--- config.mk ---
export PLATFORM = sky130hd
export DESIGN_NAME = seven_segment_demo_pattern_generator_core
export DESIGN_NICKNAME = d
export VERILOG_FILES = /design/src/design/sspg_pkg.sv /design/src/design/sspg_step.sv /design/src/design/seven_segment_demo_pattern_generator_core.sv
export SDC_FILE = /design/constraint.sdc
export NUM_CORES = 1
export LEC_CHECK = 0
export BUFFER_PORTS_ARGS = -buffer_cell sky130_fd_sc_hd__buf_2
export CORE_ASPECT_RATIO = 1.75
export CORE_MARGIN = 2
export CORE_UTILIZATION = 40
export DETAILED_ROUTE_END_ITERATION = 12
export PLACE_DENSITY = 0.57
export SLEW_MARGIN = 30
export SYNTH_ARGS = -nofsm -noshare
export SYNTH_HDL_FRONTEND = slang
export SYNTH_SLANG_ARGS = --single-unit
--- constraint.sdc ---
create_clock -name i_clk -period 7.6 [get_ports i_clk]
set_input_delay 1.52 -clock i_clk [delete_from_list [all_inputs] [get_ports i_clk]]
set_output_delay 1.52 -clock i_clk [all_outputs]
set_load 0.03 [all_outputs]
--- src/design/sspg_pkg.sv ---
// Shared types, constants and lookup functions for the seven-segment demo
// pattern generator. No dependencies; used by every other file of the block.
`timescale 1ns / 1ps
`default_nettype none

package sspg_pkg;

    localparam int MESSAGE_LENGTH = 27;
    localparam int POS_W          = $clog2(MESSAGE_LENGTH - 6);
    localparam int IDX_W          = $clog2(MESSAGE_LENGTH + 1);
    localparam int TICK_W         = 32;
    localparam int PERIOD_W       = 16;
    localparam int STEP_W         = 9;
    localparam int SUB_W          = 4;
    localparam int WORD_W         = 64;
    localparam int DIGITS         = 8;

    localparam logic [PERIOD_W-1:0] PERIOD_RESET = 16'd100;
    localparam logic [SUB_W-1:0]    SUB_LAST     = 4'd9;

    localparam logic CMD_SAMPLE = 1'b0;
    localparam logic CMD_TICK   = 1'b1;

    typedef enum logic [1:0] {
        MODE_FULL   = 2'd0,
        MODE_RAMP   = 2'd1,
        MODE_SCROLL = 2'd2,
        MODE_BLANK  = 2'd3
    } t_mode;

    typedef struct packed {
        t_mode                 mode;
        logic                  chosen;
        logic [TICK_W-1:0]     tick;
        logic [SUB_W-1:0]      sub;
        logic [STEP_W-1:0]     steps;
        logic [WORD_W-1:0]     store;
        logic [POS_W-1:0]      pos;
        logic [TICK_W-1:0]     next_tick;
        logic                  half;
    } t_state;

    typedef struct packed {
        logic              emit;
        logic [WORD_W-1:0] segments;
        logic [WORD_W-1:0] levels;
        t_mode             mode;
    } t_result;

    localparam logic [7:0] TEXT_WHOLE [0:10] = '{
        8'he4, 8'hb6, 8'h9e, 8'hbc, 8'h10, 8'h8e, 8'h60, 8'hec, 8'hbc, 8'h9e, 8'hef
    };
    localparam logic [7:0] TEXT_HALF [0:11] = '{
        8'h40, 8'h4d, 8'h69, 8'h61, 8'h09, 8'h60, 8'h00, 8'h6c, 8'h6d, 8'h69, 8'h60, 8'h0c
    };

    function automatic logic [7:0] seg_font(input logic [3:0] d);
        logic [7:0] f;
        unique case (d)
            4'd0:    f = 8'hfc;
            4'd1:    f = 8'h60;
            4'd2:    f = 8'hda;
            4'd3:    f = 8'hf2;
            4'd4:    f = 8'h66;
            4'd5:    f = 8'hb6;
            4'd6:    f = 8'hbe;
            4'd7:    f = 8'he4;
            4'd8:    f = 8'hfe;
            4'd9:    f = 8'hf6;
            default: f = 8'h00;
        endcase
        return f;
    endfunction

    function automatic logic [7:0] rom_whole(input logic [IDX_W-1:0] i);
        logic [IDX_W-1:0] j;
        j = i - IDX_W'(8);
        if (int'(i) >= 8 && int'(i) < 19 && int'(i) < MESSAGE_LENGTH) begin
            return TEXT_WHOLE[j[3:0]];
        end
        return 8'h00;
    endfunction

    function automatic logic [7:0] rom_half(input logic [IDX_W-1:0] i);
        logic [IDX_W-1:0] j;
        j = i - IDX_W'(8);
        if (int'(i) >= 8 && int'(i) < 20 && int'(i) <= MESSAGE_LENGTH) begin
            return TEXT_HALF[j[3:0]];
        end
        return 8'h00;
    endfunction

endpackage

`default_nettype wire

--- src/design/sspg_step.sv ---
// Next-state and result logic for one word of the pattern generator.
// Depends on sspg_pkg for the state and result structs and the lookup tables.
`timescale 1ns / 1ps
`default_nettype none

module sspg_step (
    input  wire sspg_pkg::t_state              i_state,
    input  wire logic                          i_cmd,
    input  wire logic [1:0]                    i_sel,
    input  wire logic [sspg_pkg::PERIOD_W-1:0] i_period,
    output sspg_pkg::t_state                   o_state,
    output sspg_pkg::t_result                  o_result
);

    sspg_pkg::t_state  n;
    sspg_pkg::t_result res;
    sspg_pkg::t_mode   sel_mode;
    logic [7:0]        v;
    logic [1:0]        hund;
    logic [6:0]        rem;
    logic [13:0]       prod;
    logic [3:0]        tens;
    logic [6:0]        tens_x10;
    logic [3:0]        ones;
    logic [7:0]        d0;
    logic [7:0]        d1;
    logic [sspg_pkg::POS_W-1:0] p;
    logic [sspg_pkg::IDX_W-1:0] idx;

    assign sel_mode = sspg_pkg::t_mode'(i_sel);

    // decimal split of the ramp level
    always_comb begin
        v = i_state.steps[7:0];
        if (i_state.steps[8]) begin
            v = ~i_state.steps[7:0];
        end
        if (v >= 8'd200) begin
            hund = 2'd2;
            rem  = 7'(v - 8'd200);
        end else if (v >= 8'd100) begin
            hund = 2'd1;
            rem  = 7'(v - 8'd100);
        end else begin
            hund = 2'd0;
            rem  = v[6:0];
        end
        prod     = 14'(rem) * 14'd103;
        tens     = prod[13:10];
        tens_x10 = 7'(tens) * 7'd10;
        ones     = 4'(rem - tens_x10);
        d0       = (hund == 2'd0) ? 8'h00 : sspg_pkg::seg_font({2'b00, hund});
        d1       = (tens == 4'd0 && hund == 2'd0) ? 8'h00 : sspg_pkg::seg_font(tens);
    end

    always_comb begin
        n            = i_state;
        res.emit     = 1'b0;
        res.levels   = '1;
        p            = i_state.pos;
        idx          = '0;
        if (i_cmd == sspg_pkg::CMD_SAMPLE) begin
            if (!(i_state.chosen && i_state.mode == sel_mode)) begin
                n.chosen = 1'b1;
                n.mode   = sel_mode;
                n.tick   = '0;
                n.sub    = '0;
                n.steps  = '0;
                unique case (sel_mode)
                    sspg_pkg::MODE_FULL: begin
                        n.store    = '1;
                        res.emit   = 1'b1;
                        res.levels = '1;
                    end
                    sspg_pkg::MODE_BLANK: begin
                        n.store    = '0;
                        res.emit   = 1'b1;
                        res.levels = '0;
                    end
                    sspg_pkg::MODE_SCROLL: begin
                        n.pos       = '0;
                        n.next_tick = sspg_pkg::TICK_W'(i_period);
                    end
                    sspg_pkg::MODE_RAMP: begin
                    end
                endcase
            end
        end else if (i_state.chosen) begin
            unique case (i_state.mode)
                sspg_pkg::MODE_RAMP: begin
                    if (i_state.sub == '0) begin
                        n.store    = {32'hffff_ffff, 8'h00, sspg_pkg::seg_font(ones), d1, d0};
                        res.levels = {v, v, v, v, 32'hffff_ffff};
                        res.emit   = 1'b1;
                    end
                end
                sspg_pkg::MODE_SCROLL: begin
                    if (i_state.tick >= i_state.next_tick) begin
                        n.next_tick = i_state.next_tick + sspg_pkg::TICK_W'(i_period);
                        if (!i_state.half) begin
                            for (int k = 0; k < sspg_pkg::DIGITS; k++) begin
                                idx = sspg_pkg::IDX_W'(p) + sspg_pkg::IDX_W'(k);
                                n.store[8*k +: 8] = sspg_pkg::rom_whole(idx);
                            end
                            n.half = 1'b1;
                        end else begin
                            p = i_state.pos + 1'b1;
                            for (int k = 0; k < sspg_pkg::DIGITS; k++) begin
                                idx = sspg_pkg::IDX_W'(p) + sspg_pkg::IDX_W'(k);
                                n.store[8*k +: 8] = sspg_pkg::rom_half(idx);
                            end
                            n.half = 1'b0;
                        end
                        if (int'(p) >= sspg_pkg::MESSAGE_LENGTH - 7) begin
                            p = '0;
                        end
                        n.pos = p;
                    end
                    res.levels = '1;
                    res.emit   = 1'b1;
                end
                default: begin
                end
            endcase
            // advance the tick count and its decade split
            n.tick = i_state.tick + 1'b1;
            if (i_state.tick == '1) begin
                n.sub   = '0;
                n.steps = '0;
            end else if (i_state.sub == sspg_pkg::SUB_LAST) begin
                n.sub   = '0;
                n.steps = i_state.steps + 1'b1;
            end else begin
                n.sub = i_state.sub + 1'b1;
            end
        end
        res.segments = n.store;
        res.mode     = n.mode;
    end

    assign o_state  = n;
    assign o_result = res;

endmodule

`default_nettype wire

--- src/design/seven_segment_demo_pattern_generator_core.sv ---
// Top level of the seven-segment demo pattern generator: input register,
// state and result registers around sspg_step. Depends on sspg_pkg, sspg_step.
//
// channel  | direction | handshake                  | payload
// in       | in        | i_in_valid / o_in_ready    | i_cmd, i_switch_mode
// out      | out       | o_out_valid / i_out_ready  | o_digit_segments, o_digit_levels,
//          |           |                            | o_active_mode
// cfg      | in        | i_cfg_valid / o_cfg_ready  | i_cfg_scroll_period
//
// One word per cycle sustained while the output is not stalled; a word that emits is held
// in the input register, then one pass of sspg_step loads its result into the result register.
// Synchronous active-low reset clears mode, counters, segment store and scroll state;
// scroll period resets to 100.
// A stalled output holds its word; the input register keeps accepting until it must hold.
`timescale 1ns / 1ps
`default_nettype none

module seven_segment_demo_pattern_generator_core (
    input  wire logic                          i_clk,
    input  wire logic                          i_rst_n,
    input  wire logic                          i_in_valid,
    output logic                               o_in_ready,
    input  wire logic                          i_cmd,
    input  wire logic [1:0]                    i_switch_mode,
    output logic                               o_out_valid,
    input  wire logic                          i_out_ready,
    output logic [63:0]                        o_digit_segments,
    output logic [63:0]                        o_digit_levels,
    output logic [1:0]                         o_active_mode,
    input  wire logic                          i_cfg_valid,
    output logic                               o_cfg_ready,
    input  wire logic [sspg_pkg::PERIOD_W-1:0] i_cfg_scroll_period
);

    logic                          r_in_valid;
    logic                          r_cmd;
    logic [1:0]                    r_sel;
    logic [sspg_pkg::PERIOD_W-1:0] r_period;
    sspg_pkg::t_state              r_state;
    sspg_pkg::t_state              n_state;
    sspg_pkg::t_result             n_result;
    logic                          r_out_valid;
    logic [63:0]                   r_out_seg;
    logic [63:0]                   r_out_lvl;
    logic [1:0]                    r_out_mode;
    logic                          advance;

    assign advance     = r_in_valid && (!r_out_valid || i_out_ready);
    assign o_in_ready  = !r_in_valid || advance;
    assign o_cfg_ready = 1'b1;

    sspg_step u_step (
        .i_state  (r_state),
        .i_cmd    (r_cmd),
        .i_sel    (r_sel),
        .i_period (r_period),
        .o_state  (n_state),
        .o_result (n_result)
    );

    always_ff @(posedge i_clk) begin
        if (!i_rst_n) begin
            r_in_valid  <= 1'b0;
            r_period    <= sspg_pkg::PERIOD_RESET;
            r_state     <= '0;
            r_out_valid <= 1'b0;
        end else begin
            if (i_cfg_valid) begin
                r_period <= i_cfg_scroll_period;
            end
            if (o_in_ready) begin
                r_in_valid <= i_in_valid;
            end
            if (advance) begin
                r_state <= n_state;
            end
            if (advance && n_result.emit) begin
                r_out_valid <= 1'b1;
            end else if (i_out_ready) begin
                r_out_valid <= 1'b0;
            end
        end
    end

    always_ff @(posedge i_clk) begin
        if (o_in_ready && i_in_valid) begin
            r_cmd <= i_cmd;
            r_sel <= i_switch_mode;
        end
        if (advance && n_result.emit) begin
            r_out_seg  <= n_result.segments;
            r_out_lvl  <= n_result.levels;
            r_out_mode <= n_result.mode;
        end
    end

    assign o_out_valid      = r_out_valid;
    assign o_digit_segments = r_out_seg;
    assign o_digit_levels   = r_out_lvl;
    assign o_active_mode    = r_out_mode;

endmodule

`default_nettype wire

==> Implementation_results.wiki <==
{| class="wikitable"
! Metric !! Value
|-
| Clock latency of the later-clocked register in the worst-skew pair || 570 ps
|-
| Post-Layout Inst Area || 20,400 µm²
|-
| Ys flop type || sky130_fd_sc_hd__dfxtp_1
|-
| Synthesized instance count || 2,255
|-
| Drt first pass iters || 6
|-
| Element type at the critical path start || flop
|-
| Internal power || 2.22 mW
|-
| Overall power consumption || 3.05 mW
|-
| Capturing point of the worst reg2reg path || o_digit_segments[22]
|-
| Overall Global Routing Usage || 28.2%
|-
| End of the critical path || o_digit_segments[22]
|-
| Post-synth top area share || 18.1%
|-
| Std-Cell Core Area || 45,900 µm²
|-
| Ports || 157
|-
| Data arrival time of the critical path || 7480 ps
|-
| Avg WL per Cell || 24.3 µm
|-
| Number of global-route vias before repair || 17,290
|-
| Share of power burned in registers || 46.4%
|-
| Die H || 289 µm
|-
| Time the final worst path needs with I/O delays and setup || 7170 ps
|-
| H-tree depth reported by CTS || 1
|-
| Placer Congestion || 1.03
|-
| Number of synthesized flops with an enable pin || 78
|-
| Cell Rows || 104
|-
| Number of max-cap violations || 0
|-
| DP Worst Slack || -144 ps
|-
| Worst reg2reg path startpoint || r_state[110]
|-
| Antenna violation net count after detailed routing || 0
|-
| Complex-gate fraction of the synthesized area || 25.3%
|-
| Total area of multi-input combinational cells || 11,600 µm²
|-
| Leading cell type in the layout, fill and taps excluded || sky130_fd_sc_hd__nor2_1
|-
| Sequential-to-total area share from yosys stat || 30.7%
|-
| Clk_skew || 15.6 ps
|-
| Start-to-end type of the worst setup path || reg -> reg
|-
| Share of the core filled with cells || 44.5%
|-
| Period utilization || 94.3%
|-
| Clock net sink count || 246
|-
| Kind of end point of the critical path || flop
|-
| Power density over cell area || 150 nW/µm²
|-
| Worst setup slack for register-to-register paths || 430 ps
|-
| Clock slew seen by the registers of the worst setup and hold paths || 60 ps
|-
| Final setup TNS || 0 ps
|-
| Post-synth net total || 2,423
|-
| Clk root buf || sky130_fd_sc_hd__clkbuf_16
|-
| Normalized max-slew margin || 32.5%
|-
| Largest stage delay on the critical path || 550 ps
|-
| Area growth, synth to finish || 9.84%
|-
| Residual DRC count || 0
|-
| Count of port buffers added during placement || 155
|-
| Syn avg cell area || 8.25 µm²
|-
| Final wirelength || 70.3 mm
|-
| Required time at the endpoint of the critical path || 7910 ps
|-
| Cell type with the largest total area after synthesis || sky130_fd_sc_hd__dfxtp_1
|-
| Number of DRC markers in iteration 0 || 1,372
|-
| Flip-flop and latch count after synthesis || 246
|-
| Maximum number of pins on one net before global-route repair || 67
|-
| Portion of total power attributed to the clock network || 42.9%
|-
| Combinational group share of total power || 10.7%
|-
| TritonCTS buffer count || 26
|-
| Overall die area || 48,300 µm²
|-
| Cell variety after synth || 108
|-
| Placed wire-length estimate after detailed placement || 51.9 mm
|-
| Number of hold violations in the final report || 0
|-
| Crit path from || r_state[110]
|-
| Leakage Power || 8.19 nW
|-
| Post-CTS repair timing setup buffer count || 0
|-
| Share of synthesized registers carrying an async set or reset || 0%
|-
| Number of setup violations in the final report || 0
|-
| Transition at the pin with the smallest max-transition slack || 987 ps
|-
| Outcome || finished clean
|-
| Via-per-instance ratio || 6.14
|-
| Share of final-layout standard cells stronger than drive strength 1 || 14.6%
|-
| Main combinational cell family by area after synthesis || compound AO/OA/AOI/OAI gates
|-
| First-pass GRT wire length || 105 mm
|-
| Slowest-stage cell, CP || sky130_fd_sc_hd__dfxtp_1
|-
| Fillcell total || 4,670
|-
| FF+latch area || 5710 µm²
|-
| Most common cell on crit path || sky130_fd_sc_hd__ha_1
|-
| Simple-Gate Fraction of Synth Area || 17.3%
|-
| Synthesized-area fraction occupied by adder cells || 10.2%
|-
| Total number of vias || 17,712
|-
| Maximum resistive drop on vdd || 191 µV
|-
| Synth Cell Area || 18,600 µm²
|-
| Width of the die || 167 µm
|-
| Sw Ratio || 27.2%
|-
| Reg2reg path depth || 28
|-
| Clock tree from TritonCTS || yes
|-
| Highest attainable clock frequency || 139 MHz
|-
| Switching Power || 832 µW
|-
| Final global-route overflow total || 0
|-
| Total of warnings raised by yosys || 0
|-
| Area share of xor/xnor cells in the synthesized design || 6.32%
|-
| Nets || 2,452
|-
| Most used cells in the layout excluding fill and tap cells || 224 x sky130_fd_sc_hd__nor2_1, 183 x sky130_fd_sc_hd__a21oi_1, 182 x sky130_fd_sc_hd__nand2_1
|-
| Tightest Hold Check Type || reg -> reg
|-
| Final Max Tran Viols || 0
|-
| Buffer depth of the longest clock path || 3
|-
| Instance area after placement || 19,500 µm²
|-
| Crit-path max FO || 11
|-
| Multiplexer share of the synthesized area || 2.53%
|-
| Top cells by area, synth || sky130_fd_sc_hd__dfxtp_1 18%, sky130_fd_sc_hd__edfxtp_1 13%, sky130_fd_sc_hd__ha_1 9.1%
|-
| Starting density of the core || 40.5%
|-
| Antenna Diode Count || 0
|-
| Setup slack after layout || 431 ps
|-
| Initial antenna violation count || 1
|}
## final cells by class
class | count | area share, %
clock buffer | 32 | 3.45
clock inverter | 16 | 0.741
inverter | 97 | 1.78
multi-input combinational | 1700 | 56.6
sequential | 246 | 27.9
tap | 583 | 3.57
timing repair buffer | 213 | 5.93
## cell usage after synthesis, types with 20 or more instances
cell                       number
sky130_fd_sc_hd__ha_1         135
sky130_fd_sc_hd__edfxtp_1      78
sky130_fd_sc_hd__xnor2_1       67
sky130_fd_sc_hd__dfxtp_1      168
sky130_fd_sc_hd__a21oi_1      185
sky130_fd_sc_hd__a31oi_1       45
sky130_fd_sc_hd__nor3_1        46
sky130_fd_sc_hd__nand2b_1      21
sky130_fd_sc_hd__a211oi_1      31
sky130_fd_sc_hd__nor2_1       226
sky130_fd_sc_hd__o211ai_1      23
sky130_fd_sc_hd__nand2_1      183
sky130_fd_sc_hd__nand3_1       49
sky130_fd_sc_hd__mux2i_1       38
sky130_fd_sc_hd__nand4_1       31
sky130_fd_sc_hd__a21o_1        25
sky130_fd_sc_hd__buf_4         61
sky130_fd_sc_hd__and2_1        20
sky130_fd_sc_hd__inv_1         94
sky130_fd_sc_hd__buf_2         25
sky130_fd_sc_hd__xor2_1        48
sky130_fd_sc_hd__clkbuf_1     113
sky130_fd_sc_hd__o21ai_0      168
## worst max-delay path, delay by kind of cell, from the launching register on
| family | cells | cell delay (ps) |
|---|---|---|
| fa+ha+maj | 8 | 2690 |
| compound gates | 9 | 1710 |
| xor+xnor | 5 | 1090 |
| simple gates | 4 | 770 |
| flops | 1 | 550 |
| buf+inv | 2 | 100 |
## per-stage QoR
step                      cells  hold slack, ps
after CTS                  2887             459
after global routing       2887             481
final                      2887             458
after global placement     2839             443
after detailed placement   2839             451
after floorplan            2255             437
## per-layer routing
| metal | GRT usage (%) | vias up | wire length (µm) |
|---|---|---|---|
| met3 | 3.96 | 274 | 3840 |
| met2 | 51.6 | 723 | 35900 |
| li1 | - | 8190 | - |
| met5 | 0 | - | 0 |
| met1 | 28.9 | 8525 | 24500 |
| met4 | 21.9 | 0 | 6080 |
## cell families after synthesis
group                      count (synthesis)
AOI/OAI and AO/OA                        702
xor gates and xnor gates                 123
adders and majority gates                146
buffers and inverters                    309
DFF                                      246
muxes                                     45
other                                      1
and+or+nand+nor                          683
## what timing repair did
action,4_1_cts,5_1_grt
endpoints found under the setup margin,2,13
pin swaps,0,2
gates cloned,0,0
hold endpoints to repair,0,0
hold buffers,0,0
resized for setup,1,5
## power by group through the flow
| stage | registers, mW | logic, mW | clock network (mW) |
|---|---|---|---|
| floorplan | 1.46 | 0.196 | 0 |
| finish | 1.42 | 0.326 | 1.31 |
| detailed placement | 1.45 | 0.322 | 0 |
| global route | 1.42 | 0.350 | 1.38 |
| global placement | 1.45 | 0.317 | 0 |
| CTS | 1.42 | 0.323 | 1.34 |
## registers in the layout, summed over array words and instances, names as in the netlist
| name | count |
|---|---|
| o_active_mode | 2 |
| o_digit_segments | 64 |
| r_state | 150 |
| r_period | 16 |
| o_digit_levels | 9 |
| r_cmd | 1 |
| r_sel | 2 |
| o_out_valid | 1 |
| r_in_valid | 1 |
## worst min-delay path by stage
stage	slack, ps	end	start	depth (start not counted)
2_1_floorplan	440	r_state[62]	r_state[62]	2
3_3_place_gp	440	r_state[62]	r_state[62]	2
3_5_place_dp	450	r_state[62]	r_state[62]	2
4_1_cts	460	r_state[62]	r_state[62]	2
5_1_grt	480	r_state[62]	r_state[62]	2
6_report	460	r_state[68]	r_state[68]	2
(Power assumes the default switching activity.)
